--- config.mk ---
export PLATFORM = sky130hd
export DESIGN_NAME = wav_header_parser
export DESIGN_NICKNAME = d
export VERILOG_FILES = /design/src/rtl/wavp_pkg.sv /design/src/rtl/wavp_core.sv /design/src/rtl/wavp_fifo.sv /design/src/rtl/wav_header_parser.sv
export SDC_FILE = /design/constraint.sdc
export NUM_CORES = 1
export LEC_CHECK = 0
export ABC_CLOCK_PERIOD_IN_PS = 8300
export BUFFER_PORTS_ARGS = -buffer_cell sky130_fd_sc_hd__buf_2
export CAP_MARGIN = 40
export CORE_ASPECT_RATIO = 1.5
export CORE_MARGIN = 5
export CORE_UTILIZATION = 40
export CTS_BUF_LIST = sky130_fd_sc_hd__clkbuf_8
export DETAILED_ROUTE_END_ITERATION = 8
export PLACE_DENSITY = 0.68
export REMOVE_ABC_BUFFERS = 1
export SYNTH_ARGS = -nofsm -noshare
export SYNTH_HDL_FRONTEND = slang
export SYNTH_SLANG_ARGS = --single-unit
--- constraint.sdc ---
create_clock -name clk -period 8.3 [get_ports clk]
set_input_delay 1.66 -clock clk [delete_from_list [all_inputs] [get_ports clk]]
set_output_delay 1.66 -clock clk [all_outputs]
set_load 0.1 [all_outputs]
--- src/rtl/wavp_pkg.sv ---
`default_nettype none
// ----------------------------------------------------------------------------
// wavp_pkg
// Shared tags, codes, result beat type and status helpers of the WAV parser.
// ----------------------------------------------------------------------------
package wavp_pkg;

  localparam logic [31:0] TAG_RIFF = 32'h5249_4646;
  localparam logic [31:0] TAG_WAVE = 32'h5741_5645;
  localparam logic [31:0] TAG_FMT  = 32'h666D_7420;
  localparam logic [31:0] TAG_DATA = 32'h6461_7461;

  localparam int unsigned FMT_BODY_LEN = 16;
  localparam logic [15:0] PCM_TAG      = 16'd1;
  localparam int unsigned FIFO_DEPTH   = 4;

  localparam logic KIND_DATA   = 1'b0;
  localparam logic KIND_STATUS = 1'b1;

  localparam logic [2:0] ST_OK          = 3'd0;
  localparam logic [2:0] ST_NOT_RIFF    = 3'd1;
  localparam logic [2:0] ST_NOT_WAVE    = 3'd2;
  localparam logic [2:0] ST_NO_FMT      = 3'd3;
  localparam logic [2:0] ST_NO_DATA     = 3'd4;
  localparam logic [2:0] ST_NOT_PCM     = 3'd5;
  localparam logic [2:0] ST_UNSUPPORTED = 3'd6;

  typedef struct packed {
    logic        result_kind;
    logic [7:0]  data_byte;
    logic [2:0]  status_code;
    logic [1:0]  format_code;
    logic [31:0] sample_rate;
    logic [15:0] channel_count;
    logic [15:0] sample_bits;
    logic        last_of_run;
  } beat_t;

  // up to two beats from one input byte, data beat first
  typedef struct packed {
    logic [1:0] cnt;
    beat_t      beat0;
    beat_t      beat1;
  } push_t;

  function automatic logic [2:0] final_code(input logic        found_fmt,
                                            input logic        found_data,
                                            input logic [15:0] ftag,
                                            input logic [15:0] chan,
                                            input logic [15:0] bits);
    logic [2:0] code;
    if (!found_fmt) begin
      code = ST_NO_FMT;
    end else if (!found_data) begin
      code = ST_NO_DATA;
    end else if (ftag != PCM_TAG) begin
      code = ST_NOT_PCM;
    end else if ((chan == 16'd1 || chan == 16'd2) && (bits == 16'd8 || bits == 16'd16)) begin
      code = ST_OK;
    end else begin
      code = ST_UNSUPPORTED;
    end
    return code;
  endfunction

  function automatic beat_t status_beat(input logic [2:0]  code,
                                        input logic [31:0] rate,
                                        input logic [15:0] chan,
                                        input logic [15:0] bits);
    beat_t b;
    b.result_kind   = KIND_STATUS;
    b.data_byte     = 8'd0;
    b.status_code   = code;
    b.format_code   = (code == ST_OK) ? {chan == 16'd2, bits == 16'd16} : 2'd0;
    b.sample_rate   = rate;
    b.channel_count = chan;
    b.sample_bits   = bits;
    b.last_of_run   = 1'b1;
    return b;
  endfunction

endpackage
`default_nettype wire

--- src/rtl/wavp_core.sv ---
`default_nettype none
// ----------------------------------------------------------------------------
// wavp_core
// Byte-wise RIFF/WAVE parser state machine; one byte per step, up to two beats.
// ----------------------------------------------------------------------------
module wavp_core (
  input  wire logic           clk,
  input  wire logic           rst_n,
  input  wire logic           step,
  input  wire logic [7:0]     byte_value,
  input  wire logic           end_of_file,
  output wavp_pkg::push_t     push
);

  typedef enum logic [3:0] {
    PH_RIFF, PH_FSIZE, PH_WAVE, PH_ID, PH_SZ_FMT, PH_SZ_DATA, PH_SZ_SKIP,
    PH_FMT, PH_DATA, PH_SKIP, PH_DONE
  } phase_t;

  phase_t      phase_r, phase_nxt;
  logic [3:0]  fpos_r, fpos_nxt;
  logic [31:0] tag_r, tag_nxt;
  logic [31:0] remain_r, remain_nxt;
  logic [15:0] ftag_r, ftag_nxt;
  logic [15:0] chan_r, chan_nxt;
  logic [31:0] rate_r, rate_nxt;
  logic [15:0] bits_r, bits_nxt;
  logic        found_fmt_r, found_fmt_nxt;
  logic        found_data_r, found_data_nxt;

  logic        data_v;
  logic        stat_v;
  logic [2:0]  stat_code;
  wavp_pkg::beat_t data_beat;
  wavp_pkg::beat_t stat_beat;

  always_comb begin
    phase_nxt      = phase_r;
    fpos_nxt       = fpos_r;
    tag_nxt        = tag_r;
    remain_nxt     = remain_r;
    ftag_nxt       = ftag_r;
    chan_nxt       = chan_r;
    rate_nxt       = rate_r;
    bits_nxt       = bits_r;
    found_fmt_nxt  = found_fmt_r;
    found_data_nxt = found_data_r;
    data_v         = 1'b0;
    stat_v         = 1'b0;
    stat_code      = wavp_pkg::ST_OK;

    if (step) begin
      case (phase_r)
        PH_RIFF, PH_FSIZE, PH_WAVE, PH_ID: begin
          tag_nxt  = {tag_r[23:0], byte_value};
          fpos_nxt = fpos_r + 4'd1;
          if (fpos_r == 4'd3) begin
            fpos_nxt = 4'd0;
            case (phase_r)
              PH_RIFF: begin
                if (tag_nxt != wavp_pkg::TAG_RIFF) begin
                  stat_v    = 1'b1;
                  stat_code = wavp_pkg::ST_NOT_RIFF;
                end else begin
                  phase_nxt = PH_FSIZE;
                end
              end
              PH_FSIZE: phase_nxt = PH_WAVE;
              PH_WAVE: begin
                if (tag_nxt != wavp_pkg::TAG_WAVE) begin
                  stat_v    = 1'b1;
                  stat_code = wavp_pkg::ST_NOT_WAVE;
                end else begin
                  phase_nxt = PH_ID;
                end
              end
              default: begin
                remain_nxt = 32'd0;
                if (tag_nxt == wavp_pkg::TAG_FMT) begin
                  phase_nxt = PH_SZ_FMT;
                end else if (tag_nxt == wavp_pkg::TAG_DATA) begin
                  phase_nxt = PH_SZ_DATA;
                end else begin
                  phase_nxt = PH_SZ_SKIP;
                end
              end
            endcase
          end
        end
        PH_SZ_FMT, PH_SZ_DATA, PH_SZ_SKIP: begin
          remain_nxt[{fpos_r[1:0], 3'b000} +: 8] = byte_value;
          fpos_nxt = fpos_r + 4'd1;
          if (fpos_r == 4'd3) begin
            fpos_nxt = 4'd0;
            if (phase_r == PH_SZ_FMT) begin
              phase_nxt = PH_FMT;
            end else if (phase_r == PH_SZ_DATA) begin
              if (remain_nxt == 32'd0) begin
                found_data_nxt = 1'b1;
                if (found_fmt_r) begin
                  stat_v    = 1'b1;
                  stat_code = wavp_pkg::final_code(found_fmt_r, 1'b1, ftag_r, chan_r, bits_r);
                end else begin
                  phase_nxt = PH_ID;
                end
              end else begin
                phase_nxt = PH_DATA;
              end
            end else begin
              phase_nxt = (remain_nxt == 32'd0) ? PH_ID : PH_SKIP;
            end
          end
        end
        PH_FMT: begin
          if (fpos_r < 4'd2) begin
            ftag_nxt[{fpos_r[0], 3'b000} +: 8] = byte_value;
          end else if (fpos_r < 4'd4) begin
            chan_nxt[{fpos_r[0], 3'b000} +: 8] = byte_value;
          end else if (fpos_r < 4'd8) begin
            rate_nxt[{fpos_r[1:0], 3'b000} +: 8] = byte_value;
          end else if (fpos_r >= 4'd14) begin
            bits_nxt[{fpos_r[0], 3'b000} +: 8] = byte_value;
          end
          fpos_nxt = fpos_r + 4'd1;
          if (fpos_r == 4'(wavp_pkg::FMT_BODY_LEN - 1)) begin
            fpos_nxt      = 4'd0;
            found_fmt_nxt = 1'b1;
            if (found_data_r) begin
              stat_v    = 1'b1;
              stat_code = wavp_pkg::final_code(1'b1, found_data_r, ftag_nxt, chan_nxt,
                                               bits_nxt);
            end else if (remain_r > 32'(wavp_pkg::FMT_BODY_LEN)) begin
              remain_nxt = remain_r - 32'(wavp_pkg::FMT_BODY_LEN);
              phase_nxt  = PH_SKIP;
            end else begin
              phase_nxt = PH_ID;
            end
          end
        end
        PH_DATA: begin
          data_v     = 1'b1;
          remain_nxt = remain_r - 32'd1;
          if (remain_nxt == 32'd0) begin
            found_data_nxt = 1'b1;
            if (found_fmt_r) begin
              stat_v    = 1'b1;
              stat_code = wavp_pkg::final_code(found_fmt_r, 1'b1, ftag_r, chan_r, bits_r);
            end else begin
              phase_nxt = PH_ID;
            end
          end
        end
        PH_SKIP: begin
          remain_nxt = remain_r - 32'd1;
          if (remain_nxt == 32'd0) begin
            phase_nxt = PH_ID;
          end
        end
        default: begin
        end
      endcase

      if (stat_v) begin
        phase_nxt = PH_DONE;
      end

      if (end_of_file && !stat_v && phase_nxt != PH_DONE) begin
        if (phase_nxt inside {PH_SZ_FMT, PH_FMT}) begin
          found_fmt_nxt = 1'b1;
        end
        if (phase_nxt inside {PH_SZ_DATA, PH_DATA}) begin
          found_data_nxt = 1'b1;
        end
        stat_v = 1'b1;
        if (phase_nxt == PH_RIFF) begin
          stat_code = wavp_pkg::ST_NOT_RIFF;
        end else if (phase_nxt inside {PH_FSIZE, PH_WAVE}) begin
          stat_code = wavp_pkg::ST_NOT_WAVE;
        end else begin
          stat_code = wavp_pkg::final_code(found_fmt_nxt, found_data_nxt, ftag_nxt,
                                           chan_nxt, bits_nxt);
        end
      end
    end

    data_beat               = '0;
    data_beat.result_kind   = wavp_pkg::KIND_DATA;
    data_beat.data_byte     = byte_value;
    data_beat.last_of_run   = !stat_v;
    stat_beat               = wavp_pkg::status_beat(stat_code, rate_nxt, chan_nxt, bits_nxt);

    push.cnt   = {1'b0, data_v} + {1'b0, stat_v};
    push.beat0 = data_v ? data_beat : stat_beat;
    push.beat1 = stat_beat;

    if (step && end_of_file) begin
      phase_nxt      = PH_RIFF;
      fpos_nxt       = 4'd0;
      tag_nxt        = 32'd0;
      remain_nxt     = 32'd0;
      ftag_nxt       = 16'd0;
      chan_nxt       = 16'd0;
      rate_nxt       = 32'd0;
      bits_nxt       = 16'd0;
      found_fmt_nxt  = 1'b0;
      found_data_nxt = 1'b0;
    end
  end

  always_ff @(posedge clk) begin
    if (!rst_n) begin
      phase_r      <= PH_RIFF;
      fpos_r       <= 4'd0;
      tag_r        <= 32'd0;
      remain_r     <= 32'd0;
      ftag_r       <= 16'd0;
      chan_r       <= 16'd0;
      rate_r       <= 32'd0;
      bits_r       <= 16'd0;
      found_fmt_r  <= 1'b0;
      found_data_r <= 1'b0;
    end else begin
      phase_r      <= phase_nxt;
      fpos_r       <= fpos_nxt;
      tag_r        <= tag_nxt;
      remain_r     <= remain_nxt;
      ftag_r       <= ftag_nxt;
      chan_r       <= chan_nxt;
      rate_r       <= rate_nxt;
      bits_r       <= bits_nxt;
      found_fmt_r  <= found_fmt_nxt;
      found_data_r <= found_data_nxt;
    end
  end

`ifndef ASSERT_OFF
  a_two_beat_order: assert property (@(posedge clk) disable iff (!rst_n)
    push.cnt == 2'd2 |-> push.beat0.result_kind == wavp_pkg::KIND_DATA &&
                         !push.beat0.last_of_run &&
                         push.beat1.result_kind == wavp_pkg::KIND_STATUS &&
                         push.beat1.last_of_run)
    else $error("two-beat step out of order");

  a_status_then_done: assert property (@(posedge clk) disable iff (!rst_n)
    stat_v && !end_of_file |=> phase_r == PH_DONE)
    else $error("status sent but parser not done");
`endif

endmodule
`default_nettype wire

--- src/rtl/wavp_fifo.sv ---
`default_nettype none
// ----------------------------------------------------------------------------
// wavp_fifo
// Small result queue taking up to two beats per cycle and giving one unless out_stall holds it.
// ----------------------------------------------------------------------------
module wavp_fifo #(
  parameter int unsigned DEPTH = wavp_pkg::FIFO_DEPTH
) (
  input  wire logic            clk,
  input  wire logic            rst_n,
  input  wire wavp_pkg::push_t push,
  output logic                 full2,
  output logic                 out_valid,
  input  wire logic            out_stall,
  output wavp_pkg::beat_t      out_beat
);

  localparam int unsigned CW = $clog2(DEPTH + 1);
  localparam int unsigned PW = $clog2(DEPTH);

  wavp_pkg::beat_t mem_r [DEPTH];
  logic [PW-1:0] wr_r, wr_nxt;
  logic [PW-1:0] rd_r, rd_nxt;
  logic [CW-1:0] count_r, count_nxt;
  logic          pop;

  function automatic logic [PW-1:0] ptr_inc(input logic [PW-1:0] p);
    return (p == PW'(DEPTH - 1)) ? '0 : p + PW'(1);
  endfunction

  assign out_valid = (count_r != '0);
  assign pop       = out_valid && !out_stall;
  assign full2     = (count_r > CW'(DEPTH - 2));
  assign out_beat  = mem_r[rd_r];

  always_comb begin
    case (push.cnt)
      2'd1:    wr_nxt = ptr_inc(wr_r);
      2'd2:    wr_nxt = ptr_inc(ptr_inc(wr_r));
      default: wr_nxt = wr_r;
    endcase
    rd_nxt    = pop ? ptr_inc(rd_r) : rd_r;
    count_nxt = CW'(count_r + CW'(push.cnt) - CW'(pop));
  end

  always_ff @(posedge clk) begin
    if (push.cnt != 2'd0) begin
      mem_r[wr_r] <= push.beat0;
    end
    if (push.cnt == 2'd2) begin
      mem_r[ptr_inc(wr_r)] <= push.beat1;
    end
  end

  always_ff @(posedge clk) begin
    if (!rst_n) begin
      wr_r    <= '0;
      rd_r    <= '0;
      count_r <= '0;
    end else begin
      wr_r    <= wr_nxt;
      rd_r    <= rd_nxt;
      count_r <= count_nxt;
    end
  end

`ifndef ASSERT_OFF
  a_count_bound: assert property (@(posedge clk) disable iff (!rst_n)
    count_r <= CW'(DEPTH))
    else $error("queue count past depth");

  a_push_room: assert property (@(posedge clk) disable iff (!rst_n)
    push.cnt != 2'd0 |-> count_r <= CW'(DEPTH - 2))
    else $error("push without room for two beats");
`endif

endmodule
`default_nettype wire

--- src/rtl/wav_header_parser.sv ---
`default_nettype none
// ----------------------------------------------------------------------------
// wav_header_parser
// RIFF/WAVE PCM header parser: checks tags, reads the fmt fields, passes
// data-chunk bytes through and reports one status beat per file.
// ----------------------------------------------------------------------------
// channel   direction  handshake              payload
// in_       input      in_valid / in_stall    byte_value, end_of_file
// out_      output     out_valid / out_stall  kind, byte, status, fmt fields, last
//
// one byte accepted per cycle unless in_stall holds it; its beats are registered in the queue
// a byte that ends the data chunk or the file may give a data and a status beat
// in_stall rises while the result queue has fewer than two free entries
// synchronous reset clears the parser and queue; end of file also resets parser
// ----------------------------------------------------------------------------
module wav_header_parser #(
  parameter int unsigned FIFO_DEPTH = wavp_pkg::FIFO_DEPTH
) (
  input  wire logic        clk,
  input  wire logic        rst_n,
  input  wire logic        in_valid,
  output logic             in_stall,
  input  wire logic [7:0]  in_byte_value,
  input  wire logic        in_end_of_file,
  output logic             out_valid,
  input  wire logic        out_stall,
  output logic             out_result_kind,
  output logic [7:0]       out_data_byte,
  output logic [2:0]       out_status_code,
  output logic [1:0]       out_format_code,
  output logic [31:0]      out_sample_rate,
  output logic [15:0]      out_channel_count,
  output logic [15:0]      out_sample_bits,
  output logic             out_last_of_run
);

  wavp_pkg::push_t push;
  wavp_pkg::beat_t beat;
  logic            step;

  assign step = in_valid && !in_stall;

  wavp_core u_core (
    .clk         (clk),
    .rst_n       (rst_n),
    .step        (step),
    .byte_value  (in_byte_value),
    .end_of_file (in_end_of_file),
    .push        (push)
  );

  wavp_fifo #(
    .DEPTH (FIFO_DEPTH)
  ) u_fifo (
    .clk       (clk),
    .rst_n     (rst_n),
    .push      (push),
    .full2     (in_stall),
    .out_valid (out_valid),
    .out_stall (out_stall),
    .out_beat  (beat)
  );

  assign out_result_kind   = beat.result_kind;
  assign out_data_byte     = beat.data_byte;
  assign out_status_code   = beat.status_code;
  assign out_format_code   = beat.format_code;
  assign out_sample_rate   = beat.sample_rate;
  assign out_channel_count = beat.channel_count;
  assign out_sample_bits   = beat.sample_bits;
  assign out_last_of_run   = beat.last_of_run;

endmodule
`default_nettype wire

==> results.md, run 1 <==
* Final HPWL DP at between 40 and 50 mm
* Hold Path Class: reg -> reg
* First-pass GRT wire length at 103.4 mm
* TritonCTS clock tree: done
* Post-CTS Setup Inserts at 0
* Worst path buffer plus inverter count at 6
* Die height at ~300 microns
* Clock network fraction of total power at 0.262
* Syn. warnings at 0
* DRT Pass-1 Iters at 9
* Syn Inst Count at about 2,200
* Vias in the first global route at around 18,000
* FF-to-FF End: u_fifo.mem_r[2][31]
* Crit-path max cell delay at ~0.91 ns
* Post-synth EDFFs at between 200 and 300
* RSZ-0062 raised after global routing: no
* Max VDD drop at 221.0 uV
* Met3 usage at 0.02842
* Layer with the highest usage: met2
* Tcrit/Tclk final at 0.8591
* Worst setup SP type: flip-flop
* Worst Path Max Fanout at 46
* CP Data Required Time at 8.56 ns
* Final Critical Period at 7.130 ns
* Num ports at 94
* Setup crit end kind: flip-flop
* Worst skew pair latency at 0.62 ns
* Nets at roughly 2,300
* MaxCap Viol Count at 0
* Num CTS Buffers at just under 70
* Final setup viols at 0
* Area contributors post-synth: edfxtp_1 (36%), dfxtp_1 (17%), nor2_1 (8.1%)
* Core Area at 56,630 sq um
* Commonest cells in the netlist: nor2_1 (490), edfxtp_1 (276), dfxtp_1 (195)
* Max Root-Sink Buffers at 3
* Clock root buffer: clkbuf_8
* Post-synth top area share at 0.3636
* Post-Route WL at approximately 66 mm
* Placer Congestion at approximately 0.95
* Clock-pin transition on the worst setup and hold timing paths at ~0.07 ns
* Pwr/cell area at between 200 and 300 nW/um^2
* Synthesized area at ~23,000 sq um
* Die Area at a little over 60,000 sq um
* F_max at about 140 MHz
* Sequential power share at 0.390
* Synth unique cells at 90
* # hold bufs at CTS at 0
* DRT iter0 DRCs at between 1,000 and 1,500
* Hold Startpoint: u_fifo.mem_r[0][78]
* Pint at just over 4 mW
* Worst EP arrival at 7.39 ns
* R2r setup slk at roughly 1.2 ns
* Post-DRT Antenna Nets at 0
* Wirelength per Cell at 21.67 microns
* Hold path depth at 2
* Starting Density at 0.4025
* GRT Overall Usage at 0.2112
* Reg area at 12,200 sq um
* Comb pwr share at 0.348
* Clock Skews at approximately 0.023 ns
* Dominant synthesized flop cell: edfxtp_1
* Pin count of the biggest net entering global routing at 80
* Chip Width at around 200 microns
* GR Overflow Total at 0
* Layout cell share with drive strength beyond 1 at 0.1577
* Top Family by Delay on Critical Path: buffers and inverters
* Worst-margin pin slew at between 0.8 and 0.9 ns
* Post-CTS resize count at 0
* Largest area contributor in the netlist: edfxtp_1
* Met2 GRT Util at 0.3830
* Leak at 8.603 nW
* Crit path from: u_core.fpos_r[0]
* P_sw at roughly 2.8 mW
* Antenna violations before repair at 2
* Cell Chain, Critical Path: inv_1 -> ha_1 -> nor3b_1 -> buf_4 -> a31oi_1 -> o21ai_0 -> nor4_1 -> nand2_1 -> o32a_1 -> nand3_1 -> o21ai_0 -> a21oi_1 -> inv_1 -> ha_1 -> nand2b_1 -> and2_1 -> inv_2 -> buf_4 -> buf_4
* Max-slew violation count at 0
* Most common cell on crit path: buf_4
* DRC errors left at 0
* Via count at approximately 18,000
* Asr flop ratio synth at 0
* Sequential area share after synthesis at 0.5349
* WHS Endpoint: u_fifo.mem_r[0][78]
* Clk sink count at ~470
* Critical Path Slowest Stage Cell: dfxtp_1
* Number of synthesized register bits at 471
* Avg Cell Area, Syn at between 10 and 15 sq um
* Slew headroom at 0.4031
* Area of the multi-input gates at roughly 10000 sq um
* Sw Ratio at 0.4105
* Critical path class: reg -> reg
* Setup tns final at 0 ns
* Hold Vio Cnt, Final at 0
* Row count at 107
* Most frequent cell after synthesis: nor2_1
* GR Util met1 at 0.2488
* Reg-to-reg startpoint: u_core.fpos_r[0]
* Max H-tree Level at 3
* Power, Total at slightly below 7 mW
* Fillers at a little over 5,000
* R2R cell count at 19
* Outcome: complete, no violations
* Layout Area Growth over Synthesis at 11.52%
* Buffers added on ports at slightly above 90
* Mean number of vias per cell at approximately 5.8
[logic make-up (layout without fill, tap and decap cells)]
kind of cell,Yosys count,after routing,share of synthesized area
xor+xnor,25,25,0.009606
fa+ha+maj,27,27,0.01515
buf+inv,200,299,0.03343
compound gates,373,373,0.1076
simple gates,961,961,0.1949
other cells,0,2,0
mux,139,139,0.1045
flops,471,471,0.5349
[layout make-up]
type | instances | share of cell area
clock buffers | 76 | 0.04115
repair buffers | 143 | 0.03716
well taps | 763 | 0.03756
diodes | 2 | 0.0001969
multi-input cells | 1525 | 0.3887
inverters | 31 | 0.004578
clock inverters | 49 | 0.01073
flip-flops and latches | 471 | 0.4799
[metal layers]
metal,up-vias,routed length (microns)
met2,710,34570
li1,8100,-
met4,0,2882
met5,-,0
met3,180,4079
met1,8664,24780
[flip-flops by register name, summed over array words and instances (netlist names), 16 cells and up, named ones only]
signal / flops
u_fifo.mem_r: 316
u_core.rate_r: 32
u_core.remain_r: 32
u_core.tag_r: 24
u_core.bits_r: 16
u_core.chan_r: 16
u_core.ftag_r: 16
[placed cells by master (no fill, tap or decap), types with 12 or more instances in the layout]
master and instances:
or3_1 16, buf_2 94, dfxtp_1 193, nand2_1 170, nand2b_1 18, edfxtp_1 276, nor4_1 41, mux4_2 79
a22o_1 33, and2_1 13, inv_1 49, o22ai_1 14, nor2_1 490, a21oi_1 121, nand4_1 25, o21ai_0 70
nor2b_1 18, mux2i_1 59, nand3_1 28, nor3_1 52, ha_1 26, clkinv_1 12, buf_4 37, xor2_1 15
clkbuf_8 76, a31oi_1 18, a22oi_1 20
[metrics by stage]
step           setup slack (ns)  instance area (sq um)  hold WS, ns    util  cells
2_1_floorplan            0.3011                  22150       0.4185       -   2027
3_3_place_gp              1.025                  23970       0.4333  0.4232   2923
3_5_place_dp              1.194                  24100       0.4389  0.4255   2933
4_1_cts                   1.218                  25410       0.4480  0.4488   3058
5_1_grt                  0.7109                  25420       0.4633  0.4488   3059
6_report                  1.170                  25420       0.4471  0.4489   3060
[worst register-to-register path: stages, from the launching register on]
cell and delay [ns]:
dfxtp_1 0.91, inv_1 0.34, ha_1 0.56, nor3b_1 0.10, buf_4 0.22, a31oi_1 0.31, o21ai_0 0.26, nor4_1 0.55
nand2_1 0.39, o32a_1 0.46, nand3_1 0.17, o21ai_0 0.11, a21oi_1 0.32, inv_1 0.12, ha_1 0.24, nand2b_1 0.20
and2_1 0.30, inv_2 0.11, buf_4 0.55, buf_4 0.55
[worst max-delay path by stage]
stage / endpoint / depth (start not counted)
2_1_floorplan: u_fifo.mem_r[0][65] / 18
3_3_place_gp: u_fifo.mem_r[2][16] / 18
3_5_place_dp: u_fifo.mem_r[2][32] / 17
4_1_cts: u_fifo.mem_r[2][59] / 18
5_1_grt: u_fifo.mem_r[2][16] / 19
6_report: u_fifo.mem_r[2][31] / 19
[power by group through the flow]
stage                     Sequential, mW  Combinational [mW]  Clock [mW]
after global routing                2.70                2.52        1.95
after CTS                           2.69                2.42        1.84
final                               2.69                2.40        1.80
after detailed placement            2.74                2.42           0
after floorplan                     2.77                1.85           0
after global placement              2.73                2.40           0
(Power assumes the default switching activity.)
==> inputs of run 2 (changes only) <==
--- a/config.mk
+++ b/config.mk
@@ -9,11 +9,11 @@
 export BUFFER_PORTS_ARGS = -buffer_cell sky130_fd_sc_hd__buf_2
 export CAP_MARGIN = 40
 export CORE_ASPECT_RATIO = 1.5
-export CORE_MARGIN = 5
+export CORE_MARGIN = 4
 export CORE_UTILIZATION = 40
 export CTS_BUF_LIST = sky130_fd_sc_hd__clkbuf_8
 export DETAILED_ROUTE_END_ITERATION = 8
-export PLACE_DENSITY = 0.68
+export PLACE_DENSITY = 0.66
 export REMOVE_ABC_BUFFERS = 1
 export SYNTH_ARGS = -nofsm -noshare
 export SYNTH_HDL_FRONTEND = slang
==> run 2 against run 1 <==
  * Worst hold slack improved by 0.0035 ns
  * Maximum frequency increased by 1.8%
  * Sequential cell count unchanged
  * Register-to-register slack improved by 0.12 ns
  * Wire length increased by 0.92%
  * Critical endpoint is now u_fifo.mem_r[1][36]
  * Total power increased by 3.9%
  * Cell area increased by 0.76%
  * Highest routed layer is now met5
==> results.md, run 2 (same netlist as run 1, synthesis figures left out) <==
* Outcome: complete, no violations (unchanged)
* Max reg flops at 316 (unchanged)
* Fin area at 25,610 sq um (was 25,420 sq um)
* Nets at 2,278 (was 2,280)
* Clk sink count at 471 (unchanged)
* Worst Path Max Fanout at 38 (was 46)
* RSZ-0062 raised after global routing: no (unchanged)
* Buffers added on ports at 93 (unchanged)
* Layout cell share with drive strength beyond 1 at 0.1605 (was 0.1577)
* Chip Width at 202.9 microns (was 204.9 microns)
* # hold bufs at CTS at 0 (unchanged)
* Post-CTS Setup Inserts at 0 (unchanged)
* Mean number of vias per cell at 5.833 (was 5.769)
* MaxCap Viol Count at 0 (unchanged)
* Worst-margin pin slew at 0.9669 ns (was 0.8941 ns)
* GR Overflow Total at 0 (unchanged)
* Hold Path Class: reg -> reg (unchanged)
* Regs by FF count: u_fifo.mem_r x316, u_core.rate_r x32, u_core.remain_r x32 (unchanged)
* Cell count after placement at 2,924 (was 2,933)
* Via count at 17,797 (was 17,654)
* Core Area at 56,100 sq um (was 56,630 sq um)
* Placer Congestion at 0.9894 (was 0.9454)
* Critical path class: reg -> reg (unchanged)
* GRT Overall Usage at 0.2138 (was 0.2112)
* Starting Density at 0.4063 (was 0.4025)
* Worst EP arrival at 7.47 ns (was 7.39 ns)
* Worst setup SP type: flip-flop (unchanged)
* Max Root-Sink Buffers at 3 (unchanged)
* Tcrit/Tclk final at 0.8441 (was 0.8591)
* Max-slew violation count at 0 (unchanged)
* Final Util at 0.4566 (was 0.4489)
* Post-DRT Antenna Nets at 0 (unchanged)
* Post-Route WL at 66.92 mm (was 66.31 mm)
* Row count at 106 (was 107)
* Setup tns final at 0 ns (unchanged)
* Top reg by flops: u_fifo.mem_r (unchanged)
* Max H-tree Level at 3 (unchanged)
* Leak at 8.683 nW (was 8.603 nW)
* Fillers at 5,169 (was 5,180)
* Setup crit end kind: flip-flop (unchanged)
* Final HPWL DP at 44.33 mm (was 43.88 mm)
* Die height at 300.4 microns (was 302.4 microns)
* Post-CTS resize count at 0 (unchanged)
* Antenna violations before repair at 3 (was 2)
* Worst skew pair latency at 0.65 ns (was 0.62 ns)
* Clock-pin transition on the worst setup and hold timing paths at 0.06 ns (was 0.07 ns)
* Wirelength per Cell at 21.93 microns (was 21.67 microns)
* Layout Area Growth over Synthesis at 12.37% (was 11.52%)
* Die Area at 60,940 sq um (was 61,960 sq um)
* TritonCTS clock tree: done (unchanged)
* DRC errors left at 0 (unchanged)
* Vias in the first global route at 17,879 (was 17,803)
* F_max at 142.7 MHz (was 140.2 MHz)
* Slew headroom at 0.3494 (was 0.4031)
* Hold Vio Cnt, Final at 0 (unchanged)
* First-pass GRT wire length at 103.4 mm (unchanged)
* Most frequent cells in the layout: nor2_1 (490), edfxtp_1 (276), dfxtp_1 (193), nand2_1 (170), a21oi_1 (122) (was nor2_1 (490), edfxtp_1 (276), dfxtp_1 (193), nand2_1 (170), a21oi_1 (121))
* Most common cell after layout, fill and taps aside: nor2_1 (unchanged)
* DRT Pass-1 Iters at 7 (was 9)
* DRT iter0 DRCs at 1,594 (was 1,441)
* Pin count of the biggest net entering global routing at 70 (was 80)
* Final Critical Period at 7.006 ns (was 7.130 ns)
* Dpl cell area at 24,090 sq um (was 24,100 sq um)
* CP Data Required Time at 8.76 ns (was 8.56 ns)
* Clock root buffer: clkbuf_8 (unchanged)
* Clock Skews at 0.04342 ns (was 0.02349 ns)
* Num ports at 94 (unchanged)
* Num CTS Buffers at 68 (unchanged)
* Max VDD drop at 166.0 uV (was 221.0 uV)
* Pwr/cell area at 279.7 nW/um^2 (was 271.2 nW/um^2)
* Post-Layout Cell Count at 3,051 (was 3,060)
* Final setup viols at 0 (unchanged)
[run 2: cell count changes in the layout (fill, tap and decap cells not counted), sizes merged]
cell	previous run	this run
clkinv	19	24
clkdlybuf4s18	2	1
clkinvlp	4	0
buf	141	140
inv	55	48
clkbuf	76	75
bufinv	2	9
[run 2: final timing paths]
| kind | endpoint | startpoint | depth (start not counted) | slack (ns) |
|---|---|---|---|---|
| max | u_fifo.mem_r[1][36] | u_core.fpos_r[1] | 20 | 1.29 |
| max reg2reg | u_fifo.mem_r[1][36] | u_core.fpos_r[1] | 20 | 1.29 |
| min | u_fifo.mem_r[3][78] | u_fifo.mem_r[3][78] | 2 | 0.45 |
| min reg2reg | u_fifo.mem_r[3][78] | u_fifo.mem_r[3][78] | 2 | 0.45 |
[run 2: metrics by stage]
step | setup slack [ns] | hold WS [ns] | power (mW)
final | 1.294 | 0.4506 | 7.165
after global routing | 0.9253 | 0.4665 | 7.439
after CTS | 1.411 | 0.4480 | 7.218
after detailed placement | 1.101 | 0.4395 | 5.167
after global placement | 1.039 | 0.4411 | 5.135
after floorplan | 0.3011 | 0.4185 | 4.618
[run 2: routing by layer]
metal / share of wire / track usage / wire length [microns]
met1: 0.37 / 0.2483 / 25010
met2: 0.52 / 0.3978 / 35000
met5: 0.00010 / 0 / 7
met3: 0.064 / 0.02740 / 4289
met4: 0.039 / 0.08444 / 2606
[run 2: worst max-delay path, cell delays in order (launching register included)]
cell	delay, ns
dfxtp_1	0.62
inv_1	0.19
ha_1	0.48
nor4bb_1	0.20
clkdlybuf4s18_2	0.28
a2111oi_0	0.46
o2111ai_1	0.14
nor4_1	0.74
nand2_1	0.38
o32a_1	0.47
nand3_1	0.17
o21ai_0	0.10
a21oi_1	0.35
inv_1	0.12
ha_1	0.24
nand2b_1	0.21
and2_1	0.29
inv_2	0.28
nand2_2	0.56
buf_12	0.41
nor2_1	0.13
[run 2: area by class of cell]
cell class / instances / area (sq um) / share of cell area
Sequential cell: 471 / 12200 / 0.4763
Multi-Input combinational cell: 1525 / 9877 / 0.3856
Clock buffer: 75 / 1032 / 0.04030
Timing Repair Buffer: 141 / 952.2 / 0.03717
Tap cell: 756 / 945.9 / 0.03693
Clock inverter: 50 / 485.5 / 0.01895
Inverter: 31 / 116.4 / 0.004543
Antenna cell: 2 / 5.005 / 0.0001954
[run 2: where the power goes]
group	total, mW	leakage [nW]	internal [mW]	switching [mW]
sequential	2.70	4.00	2.60	0.100
clock	2.06	0.829	1.13	0.927
combinational	2.41	3.85	0.563	1.85
total	7.16	8.68	4.29	2.88
